--- src/hw/rtl/prqs_pkg.sv ---
// ----------------------------------------------------------------------------
// prqs_pkg
// Shared types and constants of the priority run-queue scheduler.
// ----------------------------------------------------------------------------
package prqs_pkg;

  localparam int PriorityLevelsDef = 140;
  localparam int MaxThreadsDef     = 64;
  localparam int ScanGroup         = 16;

  localparam logic [15:0] SLICE_RESET = 16'd4;

  localparam logic [1:0] STATUS_DONE     = 2'd0;
  localparam logic [1:0] STATUS_DUP      = 2'd1;
  localparam logic [1:0] STATUS_NOTFOUND = 2'd2;

  typedef enum logic [1:0] {
    MODE_ADD    = 2'd0,
    MODE_REMOVE = 2'd1,
    MODE_YIELD  = 2'd2,
    MODE_TICK   = 2'd3
  } mode_e;

  typedef enum logic [3:0] {
    S_IDLE,
    S_TK_RD,
    S_ENQ_LV,
    S_ENQ_RD,
    S_ENQ_LINK,
    S_SCAN,
    S_DISP_RD,
    S_DISP_HT,
    S_DISP_NX,
    S_RM_LV,
    S_RM_HT,
    S_RM_WALK,
    S_RM_FIX,
    S_DONE
  } state_e;

  // One classified command between the front and the back.
  typedef struct packed {
    mode_e       mode;
    logic [5:0]  tid;
    logic        tid_ok;
    logic [7:0]  level;
  } cmd_t;

endpackage

--- src/hw/rtl/prqs_cmd_fifo.sv ---
// ----------------------------------------------------------------------------
// prqs_cmd_fifo
// Two-entry command queue that decouples the front from the back.
// ----------------------------------------------------------------------------
module prqs_cmd_fifo (
  input  logic           clk_i,
  input  logic           rst_ni,
  input  logic           push_i,
  input  prqs_pkg::cmd_t cmd_i,
  output logic           full_o,
  output logic           valid_o,
  input  logic           pop_i,
  output prqs_pkg::cmd_t cmd_o
);

  prqs_pkg::cmd_t mem_q [2];
  logic           wr_q, rd_q;
  logic [1:0]     cnt_q;

  assign full_o  = (cnt_q == 2'd2);
  assign valid_o = (cnt_q != 2'd0);
  assign cmd_o   = mem_q[rd_q];

  always_ff @(posedge clk_i) begin
    if (push_i) begin
      mem_q[wr_q] <= cmd_i;
    end
  end

  always_ff @(posedge clk_i or negedge rst_ni) begin
    if (!rst_ni) begin
      wr_q  <= 1'b0;
      rd_q  <= 1'b0;
      cnt_q <= 2'd0;
    end else begin
      if (push_i) wr_q <= ~wr_q;
      if (pop_i)  rd_q <= ~rd_q;
      cnt_q <= cnt_q + {1'b0, push_i} - {1'b0, pop_i};
    end
  end

endmodule

--- config.mk ---
export PLATFORM = sky130hd
export DESIGN_NAME = prqs_cmd_fifo
export DESIGN_NICKNAME = d
export VERILOG_FILES = /design/src/hw/rtl/prqs_pkg.sv /design/src/hw/rtl/prqs_cmd_fifo.sv
export SDC_FILE = /design/constraint.sdc
export NUM_CORES = 1
export LEC_CHECK = 0
export BUFFER_PORTS_ARGS = -buffer_cell sky130_fd_sc_hd__buf_2
export CAP_MARGIN = 30
export CELL_PAD_IN_SITES_DETAIL_PLACEMENT = 0
export CELL_PAD_IN_SITES_GLOBAL_PLACEMENT = 1
export CORE_UTILIZATION = 46
export CTS_CLUSTER_DIAMETER = 30
export DETAILED_ROUTE_END_ITERATION = 8
export GPL_TIMING_DRIVEN = 1
export HOLD_SLACK_MARGIN = 0.03
export PLACE_DENSITY = 0.79
export SKIP_LAST_GASP = 1
export SYNTH_ARGS = -nofsm -noshare
export SYNTH_HDL_FRONTEND = slang
export SYNTH_SLANG_ARGS = --single-unit
--- constraint.sdc ---
create_clock -name clk_i -period 3.7 [get_ports clk_i]
set_input_delay 0.37 -clock clk_i [delete_from_list [all_inputs] [get_ports clk_i]]
set_output_delay 0.37 -clock clk_i [all_outputs]
set_load 0.02 [all_outputs]
==> metrics <==
status complete, no violations; # diodes 0; Placement Rows 20; crit end category output port; dpl cell area 1700 um^2; drt drc 0; final net count 137; unrepaired setup endpoints after global routing false; Routed Antenna Nets 0; CTS H-tree depth 2; Mapped Area 1480 um^2; largest net degree at the start of global routing 19; Clk Latency, worst-skew pair 0.34 ns; Pwr Density 736 nW/um^2; crit start category flop; worst-path maximum fanout 18; post-synth top area cell edfxtp_1; Worst Setup Path Type flop to output port; num ports 40; Worst EP arrival 1.87 ns; Total GRT Usage 14.8%; crit path time final 2.24 ns; FMAX 447 MHz; Max Cap Violations 0; Clock Pin Slew Worst Setup and Hold Paths 0.11 ns; initial DRC count 16; cts bufs inserted 5; number of post-CTS setup repair buffers 0; Post-Synthesis Cells 68; Fin. Hold Viols 0; CTS tree built; most frequent cells in the layout buf_2, edfxtp_1, mux2_4; Initial Util 48.4%; Routability Congestion 0.623; setup tns final 0 ns; Clock Path Buffers 2; cell area after layout 1760 um^2; reg2reg setup slack 2.04 ns; WL per Instance 13.6 um; DPL Wire Length 1.44 mm; Yosys warning count 0; via count 721; FF+latch count, synth 38; first-pass GRT wire length 3.46 mm; Die ar. 3440 um^2; overall power 0.00130 W; critical path data required time 3.33 ns; HP Class primary input to flop; vias in the first global route 733; clock sink count 38; wirelength, routed 2.16 mm; Root Buffer clkbuf_4; Hold Buf Count CTS 1; Die Span Y 58.7 um; IR drop worst, VDD 299 uV; Lkg Pwr 0.720 nW; Cell variety after synth 13; Layout area overhead 19.3%; core area 3050 um^2; # setup viols final 0; most common cell after layout, fill and taps aside buf_2; Die Wd 58.7 um; Via density 4.53; Avg Inst Size Synth 21.7 um^2; clock skew 0.00834 ns; worst-margin pin slew 0.918 ns; Seq/Total Area, Yosys 75.9%; main area contributors after synthesis edfxtp_1, mux2_4, dfrtp_1; relative slew slack 38.8%; final count of pins violating max slew 0; setup ws final 1.46 ns; DP Worst Slack 1.81 ns; fin crit share 60.5%; GRT overflow 0; layout cells sized above 1 54.8%; count of input and output buffers 39; initial antenna violation count 0; Yosys top cell area share 69.2%; post-cts sizing count 0; TritonRoute pass-1 iters 4; syn_nets 91
==> registers in the layout, summed over array words and instances (netlist names) <==
signal,flops
mem_q,34
cnt_q,2
rd_q,1
wr_q,1
==> metal layers <==
| layer | global-route usage (%) | up-vias | part of all wire (%) |
|---|---|---|---|
| met2 | 24.5 | 19 | 52 |
| met1 | 15.9 | 347 | 41 |
| met5 | 0 | - | 0 |
| met4 | 7.14 | 0 | 2.0 |
| li1 | - | 350 | - |
| met3 | 7.25 | 5 | 5.7 |
==> cell usage after synthesis <==
cell and number:
mux2_4 9, buf_6 1, xor2_1 2, dfrtp_1 4, or2_2 1, inv_1 2, mux2_2 8, buf_12 1
edfxtp_1 34, and2_1 1, nor2b_1 2, ha_1 2, xor3_1 1
==> area by class of cell <==
| class | count | area, um^2 |
|---|---|---|
| tap | 44 | 55.1 |
| sequential | 38 | 1120 |
| multi-input combinational | 26 | 317 |
| inverter | 2 | 7.51 |
| fill | 257 | 1290 |
| timing repair buffer | 41 | 213 |
| clock buffer | 8 | 48.8 |
==> per-stage QoR <==
stage / cells / utilization (%) / hold slack, ns
final: 159 / 57.7 / 0.209
after detailed placement: 150 / 55.8 / 0.184
after floorplan: 68 / - / 0.0744
after CTS: 159 / 57.7 / 0.200
after global routing: 159 / 57.7 / 0.181
after global placement: 150 / 55.8 / 0.178
==> report_power, final <==
part           leakage (nW)  internal [W]  switching, W
sequential            0.366      0.000575     0.0000739
combinational         0.327      0.000222      0.000226
clock                0.0265     0.0000757      0.000123
==> worst max-delay path: stages (launching register included) <==
cell and delay, ns:
dfrtp_1 0.96, mux2_2 0.42, buf_2 0.16
==> kinds of logic after synthesis <==
logic type | synth area share, %
buf+inv | 2.63
mux | 15.3
fa+ha+maj | 1.69
xor+xnor | 2.80
simple gates | 1.70
flops | 75.9
==> final timing paths <==
| kind | start | endpoint | cells after the start |
|---|---|---|---|
| min in group asynchronous | rst_ni | wr_q | 2 |
| max | rd_q | cmd_o[1] | 2 |
| max reg2reg | wr_q | mem_q[0][7] | 2 |
| max in group asynchronous | rst_ni | rd_q | 2 |
| min reg2reg | wr_q | wr_q | 1 |
| min | cmd_i[0] | mem_q[1][0] | 1 |
No activity file was read; power rests on OpenSTA's default activity.
