===== src/hw/rtl/prqs_pkg.sv =====
// ----------------------------------------------------------------------------
// prqs_pkg
// Shared types and constants of the priority run-queue scheduler.
// ----------------------------------------------------------------------------
package prqs_pkg;

  localparam int PriorityLevelsDef = 140;
  localparam int MaxThreadsDef     = 64;
  localparam int ScanGroup         = 16;

  localparam logic [15:0] SLICE_RESET = 16'd4;

  localparam logic [1:0] STATUS_DONE     = 2'd0;
  localparam logic [1:0] STATUS_DUP      = 2'd1;
  localparam logic [1:0] STATUS_NOTFOUND = 2'd2;

  typedef enum logic [1:0] {
    MODE_ADD    = 2'd0,
    MODE_REMOVE = 2'd1,
    MODE_YIELD  = 2'd2,
    MODE_TICK   = 2'd3
  } mode_e;

  typedef enum logic [3:0] {
    S_IDLE,
    S_TK_RD,
    S_ENQ_LV,
    S_ENQ_RD,
    S_ENQ_LINK,
    S_SCAN,
    S_DISP_RD,
    S_DISP_HT,
    S_DISP_NX,
    S_RM_LV,
    S_RM_HT,
    S_RM_WALK,
    S_RM_FIX,
    S_DONE
  } state_e;

  // One classified command between the front and the back.
  typedef struct packed {
    mode_e       mode;
    logic [5:0]  tid;
    logic        tid_ok;
    logic [7:0]  level;
  } cmd_t;

endpackage


===== src/hw/rtl/prqs_front.sv =====
// ----------------------------------------------------------------------------
// prqs_front
// Accepts input beats, range-checks the thread number and clamps the level.
// ----------------------------------------------------------------------------
module prqs_front #(
  parameter int PRIORITY_LEVELS = prqs_pkg::PriorityLevelsDef,
  parameter int MAX_THREADS     = prqs_pkg::MaxThreadsDef
) (
  input  logic           in_valid_i,
  output logic           in_stall_o,
  input  logic [1:0]     mode_i,
  input  logic [5:0]     thread_id_i,
  input  logic [7:0]     priority_req_i,
  input  logic           fifo_full_i,
  output logic           push_o,
  output prqs_pkg::cmd_t cmd_o
);

  assign in_stall_o = fifo_full_i;
  assign push_o     = in_valid_i & ~fifo_full_i;

  always_comb begin
    cmd_o.mode   = prqs_pkg::mode_e'(mode_i);
    cmd_o.tid    = thread_id_i;
    cmd_o.tid_ok = (32'(thread_id_i) < MAX_THREADS);
    if (32'(priority_req_i) > PRIORITY_LEVELS - 1) begin
      cmd_o.level = 8'(PRIORITY_LEVELS - 1);
    end else begin
      cmd_o.level = priority_req_i;
    end
  end

endmodule


===== config.mk =====
export PLATFORM = sky130hd
export DESIGN_NAME = prqs_front
export DESIGN_NICKNAME = d
export VERILOG_FILES = /design/src/hw/rtl/prqs_pkg.sv /design/src/hw/rtl/prqs_front.sv
export SDC_FILE = /design/constraint.sdc
export NUM_CORES = 1
export LEC_CHECK = 0
export BUFFER_PORTS_ARGS = -buffer_cell sky130_fd_sc_hd__buf_2
export CORE_AREA = 2 2 39 41
export DETAILED_ROUTE_END_ITERATION = 8
export DIE_AREA = 0 0 41 43
export GPL_TIMING_DRIVEN = 0
export PLACE_DENSITY = 0.58
export RECOVER_POWER = 100
export SLEW_MARGIN = 25
export SYNTH_ARGS = -nofsm -noshare
export SYNTH_HDL_FRONTEND = slang
export SYNTH_SLANG_ARGS = --single-unit

===== constraint.sdc =====
create_clock -name vclk -period 1.4
set_clock_uncertainty 0.1 [all_clocks]
set_input_delay 0.28 -clock vclk [all_inputs]
set_output_delay 0.28 -clock vclk [all_outputs]
set_load 0.01 [all_outputs]

==> results of run 1 <==
-- power breakdown --
| part | leakage [nW] | total (mW) | internal [mW] | switching [mW] |
|---|---|---|---|---|
| Combinational | 0.152 | 0.0935 | 0.0527 | 0.0408 |
| Clock | 0 | 0 | 0 | 0 |
| Sequential | 0 | 0 | 0 | 0 |
-- metrics by stage --
step | utilization [%] | hold WS, ps | power (mW) | TNS (ps) | std cells
after global routing | 22.5 | 674 | 0.104 | -442 | 67
after floorplan | - | 506 | 0.0523 | 0 | 23
final | 22.5 | 668 | 0.0935 | -279 | 67
after global placement | 22.9 | 644 | 0.0949 | -324 | 67
after CTS | 23.8 | 644 | 0.0995 | -313 | 67
after detailed placement | 22.9 | 644 | 0.0958 | -339 | 67
-- worst min-delay path by stage --
stage                      endpoint  slack, ps              start
after floorplan            cmd_o[4]        510  priority_req_i[7]
after global placement    cmd_o[12]        640     thread_id_i[3]
after detailed placement   cmd_o[9]        640     thread_id_i[0]
after CTS                  cmd_o[9]        640     thread_id_i[0]
after global routing      cmd_o[15]        670          mode_i[0]
final                     cmd_o[11]        670     thread_id_i[2]
-- layout by cell type (no fill, tap or decap) --
cell type and instances:
clkbuf_1 15, o41ai_1 1, nor2b_1 4, buf_6 2, buf_2 12, conb_1 1
and3_1 1, or3_1 2, o31a_1 1, or2_1 1, buf_4 10, and2_1 1
-- area by class of cell --
class / count / area [um^2]
well taps: 16 / 20.0
multi-input cells: 12 / 77.6
plain buffers: 11 / 78.8
repair buffers: 28 / 135
fillers: 163 / 1070
-- what timing repair did --
action / in CTS / in global routing
endpoints found under the setup margin: 4 / 4
pin swaps: 2 / 1
hold buffers: 0 / 0
gates resized for setup: 2 / 0
-- routing by layer --
layer  part of all wire, %  up-vias  GRT usage (%)
li1                      -      120              -
met1                    32       96           2.22
met2                    54       17           7.81
met3                    14        0              0
met4                     0        0              0
met5                     0        -              0
-- cells by family after synthesis --
| family | synth area share, % |
|---|---|
| simple gates | 36.0 |
| buf+inv | 50.4 |
| compound gates | 11.2 |
| other cells | 2.40 |
==> qor.txt, run 1 <==
status: finished, violations left
failing checks: setup timing
placed cell areas: 317 um^2
DRT antenna net count: 0
count leader, synth: buf_4
min Tclk post-route: 1540 ps
sequential-to-total area share from yosys stat: 0%
number of stages on the worst setup path: 4
post-synthesis cell area: 156 um^2
Initial Utilization: 11.3%
crit path kind: primary input to output pin
Placement Rows: 14
DRT Pass-1 Iters: 1
initial antenna violation count: 0
most frequent cells after synthesis: buf_4, nor2b_1, or3_1
period utilization: 110%
via count of the first global-routing pass: 135
Gate Count Post-Synth: 23
Vias: 233
Critical Path Sink Type: output pin
Clock buffer cells: 0
Mapped Nets: 41
setup repair after global routing missed its margin: yes
Startpoint Class: primary input
# diodes: 0
Setup Buffers After CTS: 0
average via count per standard cell: 3.48
Yosys top cell by area: buf_4
gr ovfl total: 0
FMAX: 0.649 GHz
Yosys top cell area share: 48.0%
Peak supply drop: 0.0565 mV
fin nets: 71
DP Worst Slack: -161 ps
setup violators final: 2
Tot GR Track Use: 3.20%
syn_area_per_cell: 6.80 um^2
detailed router's first-iteration violation count: 0
crit-path cells: buf_6, o31a_1, or3_1, buf_2
crit path DAT: 1160 ps
drt wl/cell: 6.52 um
WHS Path Cells: 2
leakage: 0.152 nW
Hold Vio Cnt, Final: 0
Final WS setup: -142 ps
CORE AREA: 1380 um^2
share of cells above drive strength 1: 47.1%
max-cap violations: 0
first-pass GRT wire length: 441 um
Layout area overhead: 99.2%
Distinct cells, synth: 10
number of remaining DRC errors: 0
pin count of the biggest net entering global routing: 8
Die X: 41 um
slowest stage cell, crit path: or3_1
Tightest Hold Check Type: primary input to output pin
sequential cells: 0
CP peak stage delay: 340 ps
CP delay by family, top: simple AND/OR/NAND/NOR gates
cells taking the most area after synthesis: buf_4, nor2b_1, or3_1
Die H: 43 um
Design Area, Final: 312 um^2
DIE AREA: 1760 um^2
IO Pins: 37
fin. max-slew vios: 0
register area: 0 um^2
power density cells: 300 nW/um^2
CP Buf/Inv Count: 2
Crit Path Max Fanout: 3
Placer Congestion: 0.468
Worst Setup EP: cmd_o[1]
I/O Buffers: 28
synth warn: 0
required time of the critical path: 1020 ps
crit path from: priority_req_i[5]
Post-Route WL: 437 um
Note: power is estimated with default switching activity, not from simulation.
==> inputs of run 2 (changes only) <==
--- a/config.mk
+++ b/config.mk
@@ -5,14 +5,15 @@
 export SDC_FILE = /design/constraint.sdc
 export NUM_CORES = 1
 export LEC_CHECK = 0
-export BUFFER_PORTS_ARGS = -buffer_cell sky130_fd_sc_hd__buf_2
 export CORE_AREA = 2 2 39 41
 export DETAILED_ROUTE_END_ITERATION = 8
 export DIE_AREA = 0 0 41 43
+export DONT_BUFFER_PORTS = 1
 export GPL_TIMING_DRIVEN = 0
-export PLACE_DENSITY = 0.58
+export PLACE_DENSITY = 0.34
 export RECOVER_POWER = 100
 export SLEW_MARGIN = 25
 export SYNTH_ARGS = -nofsm -noshare
 export SYNTH_HDL_FRONTEND = slang
 export SYNTH_SLANG_ARGS = --single-unit
+export TNS_END_PERCENT = 20
==> qor.txt, run 2 (synthesized netlist as in run 1, its figures left out) <==
first-pass GRT wire length: 448 um
crit path kind: primary input to output pin
Post-Route WL: 387 um
Critical Path Sink Type: output pin
hold buffer count at cts: 0
DRT antenna net count: 0
IO Pins: 37
status: completed
Setup TNS: 0 ps
setup repair after global routing missed its margin: no
CORE AREA: 1380 um^2
setup violators final: 0
final cell count without fillers: 39
Inst Count DP: 39
Startpoint Class: primary input
min Tclk post-route: 1370 ps
crit path from: priority_req_i[6]
Layout area overhead: -8.80%
# diodes: 0
commonest non-fill, non-tap cell in the layout: clkbuf_1
placed cell areas: 176 um^2
crit-path cells: o31a_1, or3_1
Initial Utilization: 11.3%
max-cap violations: 0
gr ovfl total: 0
Die H: 43 um
Die X: 41 um
Worst Setup EP: cmd_o[1]
Vias: 141
required time of the critical path: 1020 ps
Hold Vio Cnt, Final: 0
total chip power: 44.7 uW
I/O Buffers: 0
Tightest Hold Check Type: primary input to output pin
CP Buf/Inv Count: 0
DIE AREA: 1760 um^2
Final WS setup: 31.4 ps
Design Area, Final: 143 um^2
Crit Path Max Fanout: 3
Layout fillers: 168
DRT Pass-1 Iters: 2
sequential cells: 0
Peak supply drop: 0.0349 mV
register area: 0 um^2
post-CTS sizing: 0
number of stages on the worst setup path: 2
period utilization: 97.8%
Core Util, Final: 10.3%
fin nets: 43
slowest stage cell, crit path: or3_1
FMAX: 0.731 GHz
power density cells: 313 nW/um^2
detailed router's first-iteration violation count: 3
Setup Buffers After CTS: 0
Clock buffer cells: 0
pin count of the biggest net entering global routing: 8
CP delay by family, top: simple AND/OR/NAND/NOR gates
area of the multi-input gates: 77.6 um^2
Placement Rows: 14
share of cells above drive strength 1: 4.35%
Placer Congestion: 0.618
initial antenna violation count: 0
drt wl/cell: 9.92 um
average via count per standard cell: 3.62
via count of the first global-routing pass: 104
Tot GR Track Use: 3.30%
crit path DAT: 990 ps
fin. max-slew vios: 0
DP Worst Slack: 30.9 ps
hold slack final: 509 ps
CP peak stage delay: 410 ps
number of remaining DRC errors: 0
leakage: 0.0443 nW
most frequent cells in the layout: clkbuf_1, nor2b_1, or3_1
==> run 2: changes by cell type in the layout (fill, tap and decap cells not counted), sizes merged <==
cell / previous run / this run
buf: 24 / 1
clkbuf: 15 / 10
==> run 2: how the worst min path moves through the flow <==
stage                            startpoint       end  depth (start not counted)
after global routing            fifo_full_i    push_o                          1
final                           fifo_full_i    push_o                          1
after global placement          fifo_full_i    push_o                          1
after CTS                 priority_req_i[7]  cmd_o[6]                          1
after floorplan           priority_req_i[7]  cmd_o[4]                          1
after detailed placement  priority_req_i[7]  cmd_o[6]                          1
==> run 2: cell type report <==
| class | instances | share of cell area [%] |
|---|---|---|
| multi-input combinational | 12 | 54.4 |
| buffer | 11 | 31.6 |
| tap | 16 | 14.0 |
==> run 2: layer usage <==
layer	routed length, um	GRT usage (%)
met1	115	3.80
met2	225	6.25
met3	46	0.524
met4	0	0
met5	0	0
==> run 2: where the power goes <==
part	internal [mW]	total [mW]	switching [mW]
clock network	0	0	0
logic	0.0171	0.0447	0.0276
registers	0	0	0
==> inputs of run 3 (changes only) <==
--- a/config.mk
+++ b/config.mk
@@ -5,12 +5,13 @@
 export SDC_FILE = /design/constraint.sdc
 export NUM_CORES = 1
 export LEC_CHECK = 0
+export ABC_AREA = 1
 export CORE_AREA = 2 2 39 41
 export DETAILED_ROUTE_END_ITERATION = 8
 export DIE_AREA = 0 0 41 43
 export DONT_BUFFER_PORTS = 1
 export GPL_TIMING_DRIVEN = 0
-export PLACE_DENSITY = 0.34
+export PLACE_DENSITY = 0.35
 export RECOVER_POWER = 100
 export SLEW_MARGIN = 25
 export SYNTH_ARGS = -nofsm -noshare
==> qor.txt, run 3 <==
fin. max-slew vios: 0
hold buffer count at cts: 0
Layout area overhead: -10.9%
Peak supply drop: 0.0409 mV
Vias: 170
crit path kind: primary input to output pin
Design Area, Final: 154 um^2
crit-path cells: nor2_1, nand3_2, a21oi_1
status: completed
Die H: 43 um
placed cell areas: 193 um^2
DRT Pass-1 Iters: 1
most frequent cells in the layout: clkbuf_1, inv_1, nand2_1
crit path DAT: 770 ps
leakage: 0.0870 nW
average via count per standard cell: 3.54
slowest stage cell, crit path: a21oi_1
Placement Rows: 14
Yosys top cell area share: 43.5%
fin nets: 52
Layout fillers: 176
Setup Buffers After CTS: 0
Critical Path Sink Type: output pin
CP peak stage delay: 270 ps
Yosys top cell by area: buf_4
sequential-to-total area share from yosys stat: 0%
commonest non-fill, non-tap cell in the layout: clkbuf_1
power density cells: 310 nW/um^2
I/O Buffers: 0
Crit Path Max Fanout: 4
post-CTS sizing: 0
# diodes: 0
Setup TNS: 0 ps
count leader, synth: buf_4
FMAX: 0.869 GHz
Gate Count Post-Synth: 32
pin count of the biggest net entering global routing: 7
min Tclk post-route: 1150 ps
first-pass GRT wire length: 517 um
CP delay by family, top: compound AO/OA/AOI/OAI gates
Die X: 41 um
Tightest Hold Check Type: primary input to output pin
IO Pins: 37
via count of the first global-routing pass: 136
Clock buffer cells: 0
period utilization: 82.2%
syn_area_per_cell: 5.40 um^2
setup repair after global routing missed its margin: no
sequential cells: 0
register area: 0 um^2
CORE AREA: 1380 um^2
Initial Utilization: 12.5%
cells taking the most area after synthesis: buf_4, inv_1, a21oi_1
number of remaining DRC errors: 0
Placer Congestion: 0.543
post-synthesis cell area: 173 um^2
Startpoint Class: primary input
Hold Vio Cnt, Final: 0
Mapped Nets: 50
setup violators final: 0
CP Buf/Inv Count: 0
DRT antenna net count: 0
max-cap violations: 0
Post-Route WL: 389 um
Distinct cells, synth: 10
DIE AREA: 1760 um^2
synth warn: 0
most frequent cells after synthesis: buf_4, inv_1, nand2_1, a21oi_1, nor2_1
initial antenna violation count: 0
dpl hpwl: 375 um
gr ovfl total: 0
share of cells above drive strength 1: 6.25%
required time of the critical path: 1020 ps
Tot GR Track Use: 4.00%
detailed router's first-iteration violation count: 0
drt wl/cell: 8.10 um
run 3: changes by cell type after synthesis, moves of 2 or more:
| cell | before | now |
|---|---|---|
| inv_1 | 0 | 8 |
| nand2_1 | 0 | 4 |
| nor2b_1 | 4 | 0 |
| a21oi_1 | 0 | 3 |
| nor2_1 | 0 | 2 |
| or3_1 | 2 | 0 |
run 3: power by group:
part	internal (mW)	switching, mW
Combinational	0.0150	0.0327
Sequential	0	0
Clock	0	0
Total	0.0150	0.0327
run 3: cell families after synthesis:
family | Yosys count | share of synthesized area (%)
buf+inv | 19 | 63.0
simple gates | 9 | 26.1
other cells | 1 | 2.17
compound gates | 3 | 8.69
run 3: layout make-up:
| class | count | area [um^2] | area share [%] |
|---|---|---|---|
| buffer | 11 | 45.0 | 29.3 |
| multi-input combinational | 13 | 58.8 | 38.2 |
| inverter | 8 | 30.0 | 19.5 |
| tap | 16 | 20.0 | 13.0 |
run 3: path summary, 6_finish.rpt:
check	start	end	slack [ps]	cells past startpoint
max	priority_req_i[6]	cmd_o[2]	250	3
min	priority_req_i[7]	cmd_o[4]	510	1
run 3: per-layer routing:
layer	GRT usage, %	vias up	wire length [um]	part of all wire (%)
met5	0	-	0	0
met4	0	0	0	0
met3	0	0	73	19
met2	7.19	23	171	44
met1	5.38	67	144	37
li1	-	80	-	-
run 3: per-stage QoR:
stage	hold slack [ps]	utilization [%]	std cells	worst slack, ps	total power [mW]
after floorplan	508	-	32	325	0.0555
after global placement	511	13.9	48	249	0.0603
after detailed placement	510	13.9	48	243	0.0602
after CTS	510	13.9	48	241	0.0602
after global routing	512	11.1	48	117	0.0552
final	509	11.1	48	250	0.0477
